==> config.mk <==
export PLATFORM = sky130hd
export DESIGN_NAME = blpw_queue
export DESIGN_NICKNAME = d
export VERILOG_FILES = /design/src/hdl/blpw_pkg.sv /design/src/hdl/blpw_queue.sv
export VERILOG_INCLUDE_DIRS = /design/src /design/src/hdl
export SDC_FILE = /design/constraint.sdc
export NUM_CORES = 1
export LEC_CHECK = 0
export BUFFER_PORTS_ARGS = -buffer_cell sky130_fd_sc_hd__buf_4
export CORE_UTILIZATION = 45
export CTS_BUF_LIST = sky130_fd_sc_hd__clkbuf_4
export DETAILED_ROUTE_END_ITERATION = 16
export PLACE_DENSITY = 0.7
export SETUP_SLACK_MARGIN = 0.2
export SLEW_MARGIN = 30
export SYNTH_ARGS = -nofsm -noshare
export SYNTH_HDL_FRONTEND = slang
export SYNTH_SLANG_ARGS = --single-unit
==> constraint.sdc <==
create_clock -name i_clk -period 14.05 [get_ports i_clk]
set_clock_uncertainty 0.2 [all_clocks]
set_input_delay 3.5125 -clock i_clk [delete_from_list [all_inputs] [get_ports i_clk]]
set_output_delay 3.5125 -clock i_clk [all_outputs]
set_load 0.1 [all_outputs]
==> src/hdl/assert_macros.svh <==
`ifndef ASSERT_MACROS_SVH
`define ASSERT_MACROS_SVH

// expression must hold at every edge out of reset
`define ASSERT_ALWAYS(lbl, clk, rst_n, expr, msg) \
    lbl: assert property (@(posedge clk) disable iff (!rst_n) (expr)) else $error(msg);

// consequent is checked by a non-overlapping implication on the antecedent
`define ASSERT_NEXT(lbl, clk, rst_n, ante, cons, msg) \
    lbl: assert property (@(posedge clk) disable iff (!rst_n) (ante) |=> (cons)) \
        else $error(msg);

`endif

==> src/hdl/blpw_pkg.sv <==
`default_nettype none

package blpw_pkg;

    localparam int SCREEN_WIDTH    = 640;
    localparam int SCREEN_HEIGHT   = 480;
    localparam int STRIDE_BYTES_8  = 640;
    localparam int STRIDE_BYTES_24 = 1920;

    localparam int X_W      = 10;
    localparam int Y_W      = 9;
    localparam int COLOR_W  = 24;
    localparam int ADDR_W   = 20;
    localparam int BCNT_W   = 2;
    localparam int ERR_W    = 12;
    localparam int STRIDE_W = 14;

    localparam int QUEUE_DEPTH = 2;
    localparam int QPTR_W      = $clog2(QUEUE_DEPTH);
    localparam int QCNT_W      = $clog2(QUEUE_DEPTH + 1);

    localparam logic [BCNT_W-1:0] BYTES_8BPP  = BCNT_W'(1);
    localparam logic [BCNT_W-1:0] BYTES_24BPP = BCNT_W'(3);

    localparam logic [COLOR_W-1:0] RGB332_R_MASK = COLOR_W'('he0);
    localparam logic [COLOR_W-1:0] RGB332_G_MASK = COLOR_W'('h1c);
    localparam logic [COLOR_W-1:0] RGB332_B_MASK = COLOR_W'('h03);

    typedef enum logic {
        KIND_LOAD    = 1'b0,
        KIND_ADVANCE = 1'b1
    } t_kind;

    typedef enum logic {
        MODE_8BPP  = 1'b0,
        MODE_24BPP = 1'b1
    } t_pix_mode;

    typedef struct packed {
        t_kind                    kind;
        logic [X_W-1:0]           x0;
        logic [Y_W-1:0]           y0;
        logic [X_W-1:0]           x1;
        logic [Y_W-1:0]           y1;
        logic [X_W-1:0]           dist_x;
        logic signed [X_W-1:0]    neg_dist_y;
        logic                     dir_x_neg;
        logic                     dir_y_neg;
        logic signed [ERR_W-1:0]  err_init;
        logic [COLOR_W-1:0]       color;
    } t_entry;

    typedef struct packed {
        logic valid;
        logic full;
    } t_q_status;

endpackage

`default_nettype wire

==> src/hdl/blpw_queue.sv <==
`default_nettype none

`include "assert_macros.svh"

module blpw_queue import blpw_pkg::*; (
    input  wire logic   i_clk,
    input  wire logic   i_rst_n,
    input  wire logic   i_push,
    input  wire t_entry i_entry,
    input  wire logic   i_pop,
    output t_entry      o_entry,
    output t_q_status   o_status
);

    t_entry            r_mem [QUEUE_DEPTH];
    logic [QPTR_W-1:0] r_wr_ptr;
    logic [QPTR_W-1:0] r_rd_ptr;
    logic [QCNT_W-1:0] r_count;
    logic [QCNT_W-1:0] n_count;

    assign o_entry        = r_mem[r_rd_ptr];
    assign o_status.valid = (r_count != '0);
    assign o_status.full  = (r_count == QCNT_W'(QUEUE_DEPTH));

    always_comb begin
        n_count = r_count;
        case ({i_push, i_pop})
            2'b10:   n_count = r_count + 1'b1;
            2'b01:   n_count = r_count - 1'b1;
            default: n_count = r_count;
        endcase
    end

    always_ff @(posedge i_clk) begin
        if (i_push) begin
            r_mem[r_wr_ptr] <= i_entry;
        end
    end

    always_ff @(posedge i_clk) begin
        if (!i_rst_n) begin
            r_wr_ptr <= '0;
            r_rd_ptr <= '0;
            r_count  <= '0;
        end else begin
            if (i_push) begin
                r_wr_ptr <= r_wr_ptr + 1'b1;
            end
            if (i_pop) begin
                r_rd_ptr <= r_rd_ptr + 1'b1;
            end
            r_count <= n_count;
        end
    end

    `ASSERT_ALWAYS(a_q_bound, i_clk, i_rst_n, r_count <= QCNT_W'(QUEUE_DEPTH), "queue overrun")
    `ASSERT_NEXT(a_q_grow, i_clk, i_rst_n, i_push && !i_pop, r_count == $past(r_count) + 1'b1, "queue count lost a push")
    `ASSERT_ALWAYS(a_q_pop_data, i_clk, i_rst_n, !i_pop || (r_count != '0), "pop from empty queue")

endmodule

`default_nettype wire

==> results_dict.tcl <==
set metrics [dict create \
    outcome "completed" \
    grt_pass1_wl_mm 19.2 \
    crit_fanout 51 \
    h-tree-depth 4 \
    cp.arrival_ps 2810 \
    seqCellArea_sq_um 5930 \
    ys_seq_area_share_pct 80.8 \
    setup_viol 0 \
    cts_tree "built" \
    num_vias 3655 \
    gp_congestion 0.712 \
    hp-class "register to register" \
    cts_resized 0 \
    routed_via_density 4.78 \
    yosys.area.top_type "edfxtp_1" \
    n_antenna_cell 0 \
    min_to "r_count[1]" \
    portBuffers 199 \
    synthCells 324 \
    total_power_uw 1340 \
    clock_sinks 199 \
    fin_ws_ps 7530 \
    std_cell_rows 46 \
    fin_nets 637 \
    worst_r2r_endpoint "r_mem[1][80]" \
    powerDensity_nw_per_um2 144 \
    ioPinCount 200 \
    p_leak_uw 0.00351 \
    cp.required_ps 10340 \
    hold_ws_ps 321 \
    areaGrowthSynthToFinish_pct 27.2 \
    clock_latency_ps 540 \
    antenna_found_initial 0 \
    slew_violations 0 \
    ys_warn_count 0 \
    max_slew_margin_pct 47.5 \
    cts_post_setup_buffers_inserted 0 \
    cts_hold_buf 0 \
    avgSynthCellArea_sq_um 22.6 \
    drive_above_1_share_pct 60.6 \
    r2r_slack_ps 11760 \
    dpl.hpwl_mm 8.93 \
    synth_top_area_share_pct 79.5 \
    ys_ff_latch 199 \
    syn-cell-area_sq_um 7330 \
    worst_slew_pin_slew_ps 787 \
    dp_worst_setup_slack_ps 8090 \
    clock.fmax_mhz 153 \
    die_h_um 130 \
    crit_path_end_kind "output port" \
    peakVddDrop_mv 0.104 \
    period_minus_slack_ps 6520 \
    drt-total-wl_mm 13.1 \
    core_sq_um 15900 \
    dieArea_sq_um 16800 \
    fin_tns_setup_ps 0 \
    final-hold-violation-count 0 \
    start_util_pct 46.1 \
    multi_input_area_sq_um 1330 \
    yosys-top-cells-count "edfxtp_1, mux2_2, mux2_4" \
    die_x_um 130 \
    ys_types 19 \
    start_kind "register" \
    async_flop_share_pct 0 \
    synthFlopType "edfxtp_1" \
    yosysMostFrequentCell "edfxtp_1" \
    rr_worst_depth 2 \
    grt_max_degree 54 \
    syn_nets 426 \
    fin_util_pct 58.7 \
    min_path_cells 2 \
    dr.pass1.iters 4 \
    first_iter_violations 160 \
    hp-start "r_count[1]" \
    route.detailed.drc 0 \
    clock-root-buffer "clkbuf_4" \
    wire_per_inst_um 17.1 \
    numCtsBuffers 17 \
    grt.total_usage_pct 15.9 \
    antenna_left 0 \
    synthTopCellsByArea "edfxtp_1, mux2_2, mux2_4, dfxtp_1, buf_6" \
    grt_pass1_vias 3869 \
    path_clk_slew_ps 140 \
    grt_overflow 0 \
    rsz0062_at_grt "no" \
    synth_edf_count 194 \
    r2r_start "r_wr_ptr" \
    period_share_pct 46.4 \
    clk_path_buf_depth 2 \
    crit_type "register to output port" \
    fill_cells 1233 \
    maxCapViolCount 0 \
]
## state kept, by name, indices dropped and copies added (netlist names), named ones only
signal,count
r_rd_ptr,1
r_wr_ptr,1
r_count,2
r_mem,194
## placed cells by master, fill, tap and decap left out, drive strengths merged
cell	instances
edfxtp	194
xnor2	2
xor2	1
buf	203
o21ai	1
nor2b	1
and2b	1
or3	1
and2	4
bufinv	2
ha	1
dfxtp	5
inv	2
o21a	1
or2	1
a21boi	1
clkinv	9
mux2	97
clkbuf	18
clkinvlp	2
nor2	1
## report_power, final
group | total (uW) | leakage (uW) | switching (uW) | internal, uW
clock | 284 | 0.000140 | 178 | 106
sequential | 698 | 0.00186 | 13.3 | 685
combinational | 360 | 0.00151 | 267 | 92.2
## critical path: stages (launching register included)
cell and delay [ps]:
dfxtp_4 820, buf_4 740, mux2_2 420, buf_4 230
## routing by layer
layer,routed length (um),global-route usage (%)
met1,4830,16.1
met4,285,6.84
met3,1360,8.46
met2,6610,27.1
met5,0,0
## through the flow
step	instances	cell area, sq um
3_5_place_dp	732	9060
5_1_grt	764	9330
6_report	764	9330
4_1_cts	764	9330
3_3_place_gp	732	9060
2_1_floorplan	324	7330
## kinds of logic after synthesis
kind of cell / share of synthesized area, %
and+or+nand+nor: 0.768
AOI/OAI and AO/OA: 0.273
xor gates and xnor gates: 0.359
muxes: 16.4
adders and majority gates: 0.171
buffers and inverters: 1.14
DFF: 80.8
## worst max-delay path by stage
stage	start	endpoint	depth (start not counted)
finish	register	o_entry[47]	3
CTS	register	o_entry[47]	3
floorplan	i_push	r_mem[0][0]	2
global route	register	o_entry[47]	3
global placement	register	o_entry[48]	3
detailed placement	register	o_entry[47]	3
## cell type report
class                   count  area share (%)
clock inverters            14            1.44
multi-input cells         113            14.3
flip-flops and latches    199            63.6
repair buffers            203            16.3
inverters                   1          0.0402
well taps                 216            2.90
clock buffers              18            1.45
Power figures use the tool's default switching activity.
